## src/rtl/cpot_pkg.sv

```systemverilog
package cpot_pkg;

   localparam logic KIND_A = 1'b0;
   localparam logic KIND_B = 1'b1;

   localparam logic [1:0] STATUS_OK       = 2'd0;
   localparam logic [1:0] STATUS_EMPTY    = 2'd1;
   localparam logic [1:0] STATUS_OVERFLOW = 2'd2;

   localparam int SQRT_STEPS   = 32;
   localparam int DIV_STEPS    = 61;
   localparam int DRAIN_CYCLES = 3;
   localparam int STEP_W       = 6;

   typedef struct packed {
      logic              kind;
      logic signed [31:0] x_coord;
      logic signed [31:0] y_coord;
      logic              last_vertex;
   } req_type;

   typedef struct packed {
      logic       overlap;
      logic [1:0] status;
   } rsp_type;

   typedef enum logic [4:0] {
      ST_IDLE,
      ST_CHECK,
      ST_RD_I,
      ST_RD_J,
      ST_LATCH,
      ST_ABS,
      ST_NORM,
      ST_SQ_MUL,
      ST_SQ_SUM,
      ST_SQRT,
      ST_DIV_INIT,
      ST_DIV,
      ST_AXIS,
      ST_PROJ,
      ST_DRAIN,
      ST_CMP,
      ST_NEXT,
      ST_RESULT
   } state_type;

   typedef struct packed {
      logic valid;
      logic first;
      logic is_b;
   } proj_tag_type;

   typedef struct packed {
      logic         edge_b;
      logic         latch_i;
      logic         latch_j;
      logic         abs_go;
      logic         norm_step;
      logic         sq_mul;
      logic         sq_sum;
      logic         sqrt_step;
      logic         div_init;
      logic         div_step;
      logic         axis_set;
      proj_tag_type proj;
   } cmd_type;

   typedef struct packed {
      logic zero;
      logic norm_ok;
      logic sep;
   } sts_type;

endpackage

```

## src/rtl/cpot_ctrl.sv

```systemverilog
module cpot_ctrl #(
   parameter int MAX_VERTS = 32,
   localparam int IDX_W = (MAX_VERTS > 1) ? $clog2(MAX_VERTS) : 1,
   localparam int CNT_W = $clog2(MAX_VERTS + 1)
) (
   input  logic               clock,
   input  logic               reset,
   input  logic               req_valid,
   output logic               req_stall,
   input  logic               req_kind,
   input  logic               req_last,
   output logic               rsp_valid,
   input  logic               rsp_stall,
   output cpot_pkg::rsp_type  rsp_data,
   output cpot_pkg::cmd_type  cmd,
   input  cpot_pkg::sts_type  sts,
   output logic               ram_a_we,
   output logic               ram_b_we,
   output logic [IDX_W-1:0]   ram_waddr,
   output logic [IDX_W-1:0]   ram_raddr
);

   localparam logic [CNT_W-1:0] CNT_MAX = CNT_W'(MAX_VERTS);
   localparam logic [cpot_pkg::STEP_W-1:0] SQRT_LAST =
      cpot_pkg::STEP_W'(cpot_pkg::SQRT_STEPS - 1);
   localparam logic [cpot_pkg::STEP_W-1:0] DIV_LAST =
      cpot_pkg::STEP_W'(cpot_pkg::DIV_STEPS - 1);
   localparam logic [cpot_pkg::STEP_W-1:0] DRAIN_LAST =
      cpot_pkg::STEP_W'(cpot_pkg::DRAIN_CYCLES - 1);

   cpot_pkg::state_type state_ff, state_in;
   logic [CNT_W-1:0]    cnt_a_ff, cnt_a_in;
   logic [CNT_W-1:0]    cnt_b_ff, cnt_b_in;
   logic                ovf_ff, ovf_in;
   logic                edge_b_ff, edge_b_in;
   logic [CNT_W-1:0]    ei_ff, ei_in;
   logic [CNT_W-1:0]    k_ff, k_in;
   logic                proj_b_ff, proj_b_in;
   logic [cpot_pkg::STEP_W-1:0] step_ff, step_in;
   logic                pend_ov_ff, pend_ov_in;
   logic [1:0]          pend_st_ff, pend_st_in;
   logic                rsp_valid_ff, rsp_valid_in;
   cpot_pkg::rsp_type   rsp_ff, rsp_in;

   logic             req_acc;
   logic             empty;
   logic             out_free;
   logic [CNT_W-1:0] n_edge;
   logic [CNT_W-1:0] n_proj;
   logic [CNT_W-1:0] ei_inc;
   logic [CNT_W-1:0] ej;
   logic [CNT_W-1:0] k_inc;

   assign req_stall = (state_ff != cpot_pkg::ST_IDLE);
   assign req_acc   = req_valid && !req_stall;
   assign empty     = (cnt_a_ff == '0) || (cnt_b_ff == '0);
   assign out_free  = !rsp_valid_ff || !rsp_stall;
   assign n_edge    = edge_b_ff ? cnt_b_ff : cnt_a_ff;
   assign n_proj    = proj_b_ff ? cnt_b_ff : cnt_a_ff;
   assign ei_inc    = CNT_W'(ei_ff + 1'b1);
   assign ej        = (ei_inc == n_edge) ? '0 : ei_inc;
   assign k_inc     = CNT_W'(k_ff + 1'b1);

   always_comb begin
      state_in = state_ff;
      case (state_ff)
         cpot_pkg::ST_IDLE: begin
            if (req_acc && (req_kind == cpot_pkg::KIND_B) && req_last) begin
               state_in = cpot_pkg::ST_CHECK;
            end
         end
         cpot_pkg::ST_CHECK: begin
            state_in = empty ? cpot_pkg::ST_RESULT : cpot_pkg::ST_RD_I;
         end
         cpot_pkg::ST_RD_I:  state_in = cpot_pkg::ST_RD_J;
         cpot_pkg::ST_RD_J:  state_in = cpot_pkg::ST_LATCH;
         cpot_pkg::ST_LATCH: state_in = cpot_pkg::ST_ABS;
         cpot_pkg::ST_ABS:   state_in = cpot_pkg::ST_NORM;
         cpot_pkg::ST_NORM: begin
            if (sts.zero) begin
               state_in = cpot_pkg::ST_NEXT;
            end else if (sts.norm_ok) begin
               state_in = cpot_pkg::ST_SQ_MUL;
            end
         end
         cpot_pkg::ST_SQ_MUL: state_in = cpot_pkg::ST_SQ_SUM;
         cpot_pkg::ST_SQ_SUM: state_in = cpot_pkg::ST_SQRT;
         cpot_pkg::ST_SQRT: begin
            if (step_ff == SQRT_LAST) begin
               state_in = cpot_pkg::ST_DIV_INIT;
            end
         end
         cpot_pkg::ST_DIV_INIT: state_in = cpot_pkg::ST_DIV;
         cpot_pkg::ST_DIV: begin
            if (step_ff == DIV_LAST) begin
               state_in = cpot_pkg::ST_AXIS;
            end
         end
         cpot_pkg::ST_AXIS: state_in = cpot_pkg::ST_PROJ;
         cpot_pkg::ST_PROJ: begin
            if ((k_inc == n_proj) && proj_b_ff) begin
               state_in = cpot_pkg::ST_DRAIN;
            end
         end
         cpot_pkg::ST_DRAIN: begin
            if (step_ff == DRAIN_LAST) begin
               state_in = cpot_pkg::ST_CMP;
            end
         end
         cpot_pkg::ST_CMP: begin
            state_in = sts.sep ? cpot_pkg::ST_RESULT : cpot_pkg::ST_NEXT;
         end
         cpot_pkg::ST_NEXT: begin
            if ((ei_inc == n_edge) && edge_b_ff) begin
               state_in = cpot_pkg::ST_RESULT;
            end else begin
               state_in = cpot_pkg::ST_RD_I;
            end
         end
         cpot_pkg::ST_RESULT: begin
            if (out_free) begin
               state_in = cpot_pkg::ST_IDLE;
            end
         end
         default: state_in = cpot_pkg::ST_IDLE;
      endcase
   end

   always_comb begin
      cnt_a_in     = cnt_a_ff;
      cnt_b_in     = cnt_b_ff;
      ovf_in       = ovf_ff;
      edge_b_in    = edge_b_ff;
      ei_in        = ei_ff;
      k_in         = k_ff;
      proj_b_in    = proj_b_ff;
      step_in      = step_ff;
      pend_ov_in   = pend_ov_ff;
      pend_st_in   = pend_st_ff;
      rsp_valid_in = rsp_valid_ff && rsp_stall;
      rsp_in       = rsp_ff;
      cmd          = '0;
      cmd.edge_b   = edge_b_ff;
      ram_a_we     = 1'b0;
      ram_b_we     = 1'b0;
      ram_waddr    = '0;
      ram_raddr    = '0;
      case (state_ff)
         cpot_pkg::ST_IDLE: begin
            if (req_acc) begin
               if (req_kind == cpot_pkg::KIND_B) begin
                  ram_waddr = cnt_b_ff[IDX_W-1:0];
                  if (cnt_b_ff < CNT_MAX) begin
                     ram_b_we = 1'b1;
                     cnt_b_in = CNT_W'(cnt_b_ff + 1'b1);
                  end else begin
                     ovf_in = 1'b1;
                  end
               end else begin
                  ram_waddr = cnt_a_ff[IDX_W-1:0];
                  if (cnt_a_ff < CNT_MAX) begin
                     ram_a_we = 1'b1;
                     cnt_a_in = CNT_W'(cnt_a_ff + 1'b1);
                  end else begin
                     ovf_in = 1'b1;
                  end
               end
            end
         end
         cpot_pkg::ST_CHECK: begin
            ei_in     = '0;
            edge_b_in = 1'b0;
            if (empty) begin
               pend_ov_in = 1'b0;
               pend_st_in = cpot_pkg::STATUS_EMPTY;
            end else begin
               pend_st_in = ovf_ff ? cpot_pkg::STATUS_OVERFLOW : cpot_pkg::STATUS_OK;
            end
         end
         cpot_pkg::ST_RD_I: ram_raddr = ei_ff[IDX_W-1:0];
         cpot_pkg::ST_RD_J: begin
            ram_raddr   = ej[IDX_W-1:0];
            cmd.latch_i = 1'b1;
         end
         cpot_pkg::ST_LATCH: cmd.latch_j = 1'b1;
         cpot_pkg::ST_ABS:   cmd.abs_go  = 1'b1;
         cpot_pkg::ST_NORM:  cmd.norm_step = !sts.zero && !sts.norm_ok;
         cpot_pkg::ST_SQ_MUL: cmd.sq_mul = 1'b1;
         cpot_pkg::ST_SQ_SUM: begin
            cmd.sq_sum = 1'b1;
            step_in    = '0;
         end
         cpot_pkg::ST_SQRT: begin
            cmd.sqrt_step = 1'b1;
            step_in = (step_ff == SQRT_LAST) ? '0 : cpot_pkg::STEP_W'(step_ff + 1'b1);
         end
         cpot_pkg::ST_DIV_INIT: cmd.div_init = 1'b1;
         cpot_pkg::ST_DIV: begin
            cmd.div_step = 1'b1;
            step_in = (step_ff == DIV_LAST) ? '0 : cpot_pkg::STEP_W'(step_ff + 1'b1);
         end
         cpot_pkg::ST_AXIS: begin
            cmd.axis_set = 1'b1;
            k_in         = '0;
            proj_b_in    = 1'b0;
         end
         cpot_pkg::ST_PROJ: begin
            ram_raddr      = k_ff[IDX_W-1:0];
            cmd.proj.valid = 1'b1;
            cmd.proj.first = (k_ff == '0);
            cmd.proj.is_b  = proj_b_ff;
            if (k_inc == n_proj) begin
               k_in      = '0;
               proj_b_in = 1'b1;
               step_in   = '0;
            end else begin
               k_in = k_inc;
            end
         end
         cpot_pkg::ST_DRAIN: step_in = cpot_pkg::STEP_W'(step_ff + 1'b1);
         cpot_pkg::ST_CMP: begin
            if (sts.sep) begin
               pend_ov_in = 1'b0;
            end
         end
         cpot_pkg::ST_NEXT: begin
            if (ei_inc == n_edge) begin
               ei_in = '0;
               if (edge_b_ff) begin
                  pend_ov_in = 1'b1;
               end else begin
                  edge_b_in = 1'b1;
               end
            end else begin
               ei_in = ei_inc;
            end
         end
         cpot_pkg::ST_RESULT: begin
            if (out_free) begin
               rsp_valid_in   = 1'b1;
               rsp_in.overlap = pend_ov_ff;
               rsp_in.status  = pend_st_ff;
               cnt_a_in       = '0;
               cnt_b_in       = '0;
               ovf_in         = 1'b0;
            end
         end
         default: begin
         end
      endcase
   end

   always_ff @(posedge clock) begin
      if (reset) begin
         state_ff     <= cpot_pkg::ST_IDLE;
         cnt_a_ff     <= '0;
         cnt_b_ff     <= '0;
         ovf_ff       <= 1'b0;
         edge_b_ff    <= 1'b0;
         ei_ff        <= '0;
         k_ff         <= '0;
         proj_b_ff    <= 1'b0;
         step_ff      <= '0;
         pend_ov_ff   <= 1'b0;
         pend_st_ff   <= cpot_pkg::STATUS_OK;
         rsp_valid_ff <= 1'b0;
      end else begin
         state_ff     <= state_in;
         cnt_a_ff     <= cnt_a_in;
         cnt_b_ff     <= cnt_b_in;
         ovf_ff       <= ovf_in;
         edge_b_ff    <= edge_b_in;
         ei_ff        <= ei_in;
         k_ff         <= k_in;
         proj_b_ff    <= proj_b_in;
         step_ff      <= step_in;
         pend_ov_ff   <= pend_ov_in;
         pend_st_ff   <= pend_st_in;
         rsp_valid_ff <= rsp_valid_in;
      end
      rsp_ff <= rsp_in;
   end

   assign rsp_valid = rsp_valid_ff;
   assign rsp_data  = rsp_ff;

endmodule

```

## config.mk

```make
export PLATFORM = sky130hd
export DESIGN_NAME = cpot_ctrl
export DESIGN_NICKNAME = d
export VERILOG_FILES = /design/src/rtl/cpot_pkg.sv /design/src/rtl/cpot_ctrl.sv
export SDC_FILE = /design/constraint.sdc
export NUM_CORES = 1
export LEC_CHECK = 0
export CORE_ASPECT_RATIO = 1.2
export CORE_MARGIN = 5
export CORE_UTILIZATION = 55
export DETAILED_ROUTE_END_ITERATION = 16
export DONT_BUFFER_PORTS = 1
export PLACE_DENSITY = 0.73
export REMOVE_ABC_BUFFERS = 1
export SLEW_MARGIN = 25
export SYNTH_ARGS = -nofsm -noshare
export SYNTH_HDL_FRONTEND = slang
export SYNTH_SLANG_ARGS = --single-unit
```

## constraint.sdc

```tcl
create_clock -name clock -period 2.1 [get_ports clock]
set_input_delay 0.63 -clock clock [delete_from_list [all_inputs] [get_ports clock]]
set_output_delay 0.63 -clock clock [all_outputs]
set_load 0.1 [all_outputs]
```

==> results.sh, run 1 <==
export IMPL_cts_hold_buf=0
export IMPL_async_reset_ff_share_pct=0
export IMPL_grt_start_max_net_pins=38
export IMPL_initial_core_util_pct=56.7
export IMPL_io_buffer_count=0
export IMPL_hpwl_mm=7.11
export IMPL_ios=40
export IMPL_ctsHtreeMaxLevel=2
export IMPL_flow_stopped_at="global routing"
export IMPL_ys_flop_type="dfxtp_1"
export IMPL_die_w_um=77.7
export IMPL_gp_congestion=0.921
export IMPL_synthTopCellsByArea="dfxtp_1 (28%), mux2i_1 (7.3%), nor2_1 (7.0%)"
export IMPL_ys_warn_count=0
export IMPL_worst_ep_kind="primary output"
export IMPL_fp_row_count=29
export IMPL_synth_edf_count=3
export IMPL_die_y_um=91.2
export IMPL_avgSynthCellArea_um2=8.06
export IMPL_root_buffer="clkbuf_8"
export IMPL_ys_seq_area_share_pct=30.8
export IMPL_syn_area_um2=3020
export IMPL_firstError="[ERROR DPL-0038] Utilization greater than 100%, impossible to legalize"
export IMPL_synth_top_area_share_pct=27.8
export IMPL_ys_seq_elements=45
export IMPL_post_place_ws_ns=-0.532
export IMPL_grt_worst_endpoint="ram_raddr[0]"
export IMPL_numClockSinks=45
export IMPL_dp_cells=526
export IMPL_yosysTopAreaCell="dfxtp_1"
export IMPL_cts_buffers=5
export IMPL_outcome="aborted with a tool error"
export IMPL_synth_cell_types=58
export IMPL_cts_buffer_depth=2
export IMPL_syn_inst=375
[kinds of logic after synthesis]
family | share of synthesized area (%)
adder cells (fa/ha/maj) | 4.14
multiplexers | 7.28
flip-flops | 30.8
XOR/XNOR | 7.82
AND/OR/NAND/NOR | 27.4
AO/OA/AOI/OAI | 16.5
buffers and inverters | 6.08
[synth_stat cells (2+ instances only)]
master    count
a211o_1       2
a211oi_1      3
a21oi_1      17
a22oi_1      12
a311oi_1      5
a31oi_1       5
and2_1        5
and3_1        3
and4_1        2
buf_2         5
buf_4         4
buf_6         2
clkbuf_1     10
dfxtp_1      42
edfxtp_1      3
ha_1         10
inv_1        15
mux2i_1      22
nand2_1      24
nand2b_1      4
nand3_1      18
nand3_2       2
nand3b_1      4
nand4_1       2
nor2_1       56
nor2_2        2
nor2b_1       9
nor3_1        8
nor3b_2       2
nor4_1        5
nor4_4        2
o21ai_0      13
o22ai_1       2
o31ai_1       2
or2_2         3
or3_1         3
xnor2_1      16
xor2_1       11
[what timing repair did]
action                     in CTS
resized for setup             125
setup buffers                  15
setup endpoints to repair      42
pin swaps                      31
[stage by stage]
stage	util [%]	area, um2
2_1_floorplan	-	2900
3_3_place_gp	78.9	4210
3_5_place_dp	78.9	4210
4_1_cts	92.9	4950
==> run 2: changes to the inputs <==
--- a/config.mk
+++ b/config.mk
@@ -5,12 +5,11 @@
 export SDC_FILE = /design/constraint.sdc
 export NUM_CORES = 1
 export LEC_CHECK = 0
-export CORE_ASPECT_RATIO = 1.2
 export CORE_MARGIN = 5
-export CORE_UTILIZATION = 55
+export CORE_UTILIZATION = 40
 export DETAILED_ROUTE_END_ITERATION = 16
 export DONT_BUFFER_PORTS = 1
-export PLACE_DENSITY = 0.73
+export PLACE_DENSITY_LB_ADDON = 0.15
 export REMOVE_ABC_BUFFERS = 1
 export SLEW_MARGIN = 25
 export SYNTH_ARGS = -nofsm -noshare
==> constraint.sdc (replaced) <==
create_clock -name clock -period 2.73 [get_ports clock]
set_input_delay 0.819 -clock clock [delete_from_list [all_inputs] [get_ports clock]]
set_output_delay 0.819 -clock clock [all_outputs]
set_load 0.1 [all_outputs]
==> results.sh, run 2 <==
export IMPL_cp_max_fo=5
export IMPL_antenna_found_initial=0
export IMPL_core_area_um2=7290
export IMPL_cts_tree="done"
export IMPL_p_int_mw=1.41
export IMPL_crit_slowest_cell="dfxtp_4"
export IMPL_drtPass1Iterations=4
export IMPL_synth_top_area_share_pct=27.8
export IMPL_skew_ns=0.00881
export IMPL_numClockSinks=45
export IMPL_gp_congestion=0.900
export IMPL_fin_util_pct=58.6
export IMPL_overflow=0
export IMPL_setup_viol=7
export IMPL_initial_core_util_pct=41.5
export IMPL_drc_errors=0
export IMPL_ys_warn_count=0
export IMPL_dieArea_um2=9400
export IMPL_synth_edf_count=3
export IMPL_max_stage_delay_ns=0.38
export IMPL_avgSynthCellArea_um2=8.06
export IMPL_pwr_share_clk_pct=22.2
export IMPL_nets=450
export IMPL_hold_viol=0
export IMPL_dp_cells=516
export IMPL_peakVddDrop_mv=0.302
export IMPL_hold_path_depth=0
export IMPL_yosysTopAreaCell="dfxtp_1"
export IMPL_synth_common_cells="nor2_1 (56), dfxtp_1 (42), nand2_1 (24)"
export IMPL_diodes=0
export IMPL_crit_chain="buf_6 -> and3_4 -> nand3_4 -> xnor2_1 -> and4_1 -> and2_4 -> nand2b_4 -> o21ai_4 -> buf_12"
export IMPL_power_density_nw_per_um2=566
export IMPL_p_comb_share_pct=46.6
export IMPL_grt_pass1_vias=2828
export IMPL_maxSlewHeadroom_pct=65.7
export IMPL_r2r_worst_path_cells=9
export IMPL_worstSetupStartpointType="flop"
export IMPL_drt_iter0_drc=224
export IMPL_dpl_cell_area_um2=3860
export IMPL_root_buffer="clkbuf_8"
export IMPL_rsz0062_at_grt="yes"
export IMPL_io_buffer_count=0
export IMPL_mostFrequentLayoutCells="buf_4 (48), nor2_1 (44), dfxtp_1 (35), nand2_1 (24), buf_12 (18)"
export IMPL_ys_flop_type="dfxtp_1"
export IMPL_syn2layout_area_growth_pct=41.2
export IMPL_crit_type="flop to output pin"
export IMPL_worstMarginPinSlew_ns=0.515
export IMPL_die_y_um=97.0
export IMPL_netSwitchingFraction_pct=41.6
export IMPL_insertion_delay_ns=0.30
export IMPL_viasPerCell=5.43
export IMPL_setup_ws_ns=-0.230
export IMPL_syn_inst=375
export IMPL_cts_buffers=5
export IMPL_syn_area_um2=3020
export IMPL_wl_mm=9.04
export IMPL_ios=40
export IMPL_final_cells=531
export IMPL_ctsHtreeMaxLevel=2
export IMPL_async_reset_ff_share_pct=0
export IMPL_outcome="complete, but fails checks"
export IMPL_mostFrequentLayoutCell="buf_4"
export IMPL_post_place_ws_ns=-0.0670
export IMPL_drtAntennaViolNets=0
export IMPL_ys_seq_area_share_pct=30.8
export IMPL_required_ns=1.91
export IMPL_grt_first_pass_wirelength_mm=14.7
export IMPL_p_sw_mw=1.01
export IMPL_fp_row_count=31
export IMPL_track_usage_pct=18.9
export IMPL_cts_buffer_depth=2
export IMPL_synth_cell_types=58
export IMPL_drive_gt1_share_pct=32.9
export IMPL_vias=2882
export IMPL_cp_arrival_ns=2.14
export IMPL_power_mw=2.42
export IMPL_hpwl_mm=6.58
export IMPL_power_leakage_nw=1.57
export IMPL_wl_per_cell_um=17.0
export IMPL_synthTopCellsByArea="dfxtp_1 (28%), mux2i_1 (7.3%), nor2_1 (7.0%)"
export IMPL_clk_pin_slew_ns=0.10
export IMPL_setup_tns_ns=-1.12
export IMPL_pwr_share_seq_pct=31.2
export IMPL_crit_path_end_kind="output pin"
export IMPL_layout_min_cycle_time_ns=2.96
export IMPL_die_w_um=97.0
export IMPL_holdWs_ns=0.443
export IMPL_grt_start_max_net_pins=38
export IMPL_cts_hold_buf=0
export IMPL_finalCritPeriodShare_pct=108
export IMPL_finalMaxSlewViolations=0
export IMPL_max_cap_viol_count=0
export IMPL_ys_seq_elements=45
export IMPL_nFillCells=665
export IMPL_min_path_type="flop to flop"
export IMPL_fin_area_um2=4270
export IMPL_failed_checks="setup timing"
export IMPL_yosysMostFrequentCell="nor2_1"
export IMPL_fmax_ghz=0.338
[run 2: cell counts after synthesis]
No cell type changed its count.
[run 2: worst paths after layout]
| path | startpoint | endpoint | slack [ns] |
|---|---|---|---|
| max reg2reg | k_ff[0] | step_ff[5] | 0.27 |
| min reg2reg | pend_st_ff[0] | rsp_data[0] | 0.44 |
| max | ei_ff[1] | ram_raddr[0] | -0.23 |
| min | pend_st_ff[0] | rsp_data[0] | 0.44 |
[run 2: cells by family (layout without fill, tap and decap cells)]
| logic type | after synthesis | in the layout | synth area share (%) |
|---|---|---|---|
| AO/OA/AOI/OAI | 74 | 74 | 16.5 |
| XOR/XNOR | 27 | 27 | 7.82 |
| adder cells (fa/ha/maj) | 10 | 10 | 4.14 |
| buffers and inverters | 39 | 96 | 6.08 |
| flip-flops | 45 | 45 | 30.8 |
| multiplexers | 22 | 22 | 7.28 |
| AND/OR/NAND/NOR | 158 | 158 | 27.4 |
[run 2: final cells by class]
class	count	area, um2	area share [%]
Clock buffer	5	68.8	1.61
Inverter	16	61.3	1.44
Clock inverter	3	50.0	1.17
Tap cell	99	124	2.90
Sequential cell	45	947	22.2
Timing Repair Buffer	72	833	19.5
Multi-Input combinational cell	291	2190	51.2
[run 2: metal layers]
metal	routed length (um)	part of all wire, %	vias up	track usage, %
li1	-	-	1430	-
met1	4150	46	1369	26.8
met2	4360	48	68	29.7
met3	362	4.0	15	3.24
met4	160	1.8	0	4.64
met5	0	0	-	0
[run 2: power by group through the flow]
stage	clock, mW	combinational (mW)	sequential [mW]
after detailed placement	0	1.03	0.761
after floorplan	0	0.593	0.846
after CTS	0.542	1.08	0.755
after global routing	0.581	1.21	0.761
after global placement	0	1.02	0.762
final	0.537	1.13	0.755
[run 2: worst max-delay path, delay by kind of cell (launching register included)]
family,cells,cell delay [ns]
simple gates,5,0.81
flops,1,0.38
buf+inv,2,0.30
compound gates,1,0.20
xor+xnor,1,0.13
[run 2: timing repair]
action,4_1_cts,5_1_grt
endpoints found under the setup margin,10,16
pin swaps,4,14
gates resized for setup,25,27
buffers inserted,2,5
No activity file was read; power rests on OpenSTA's default activity.
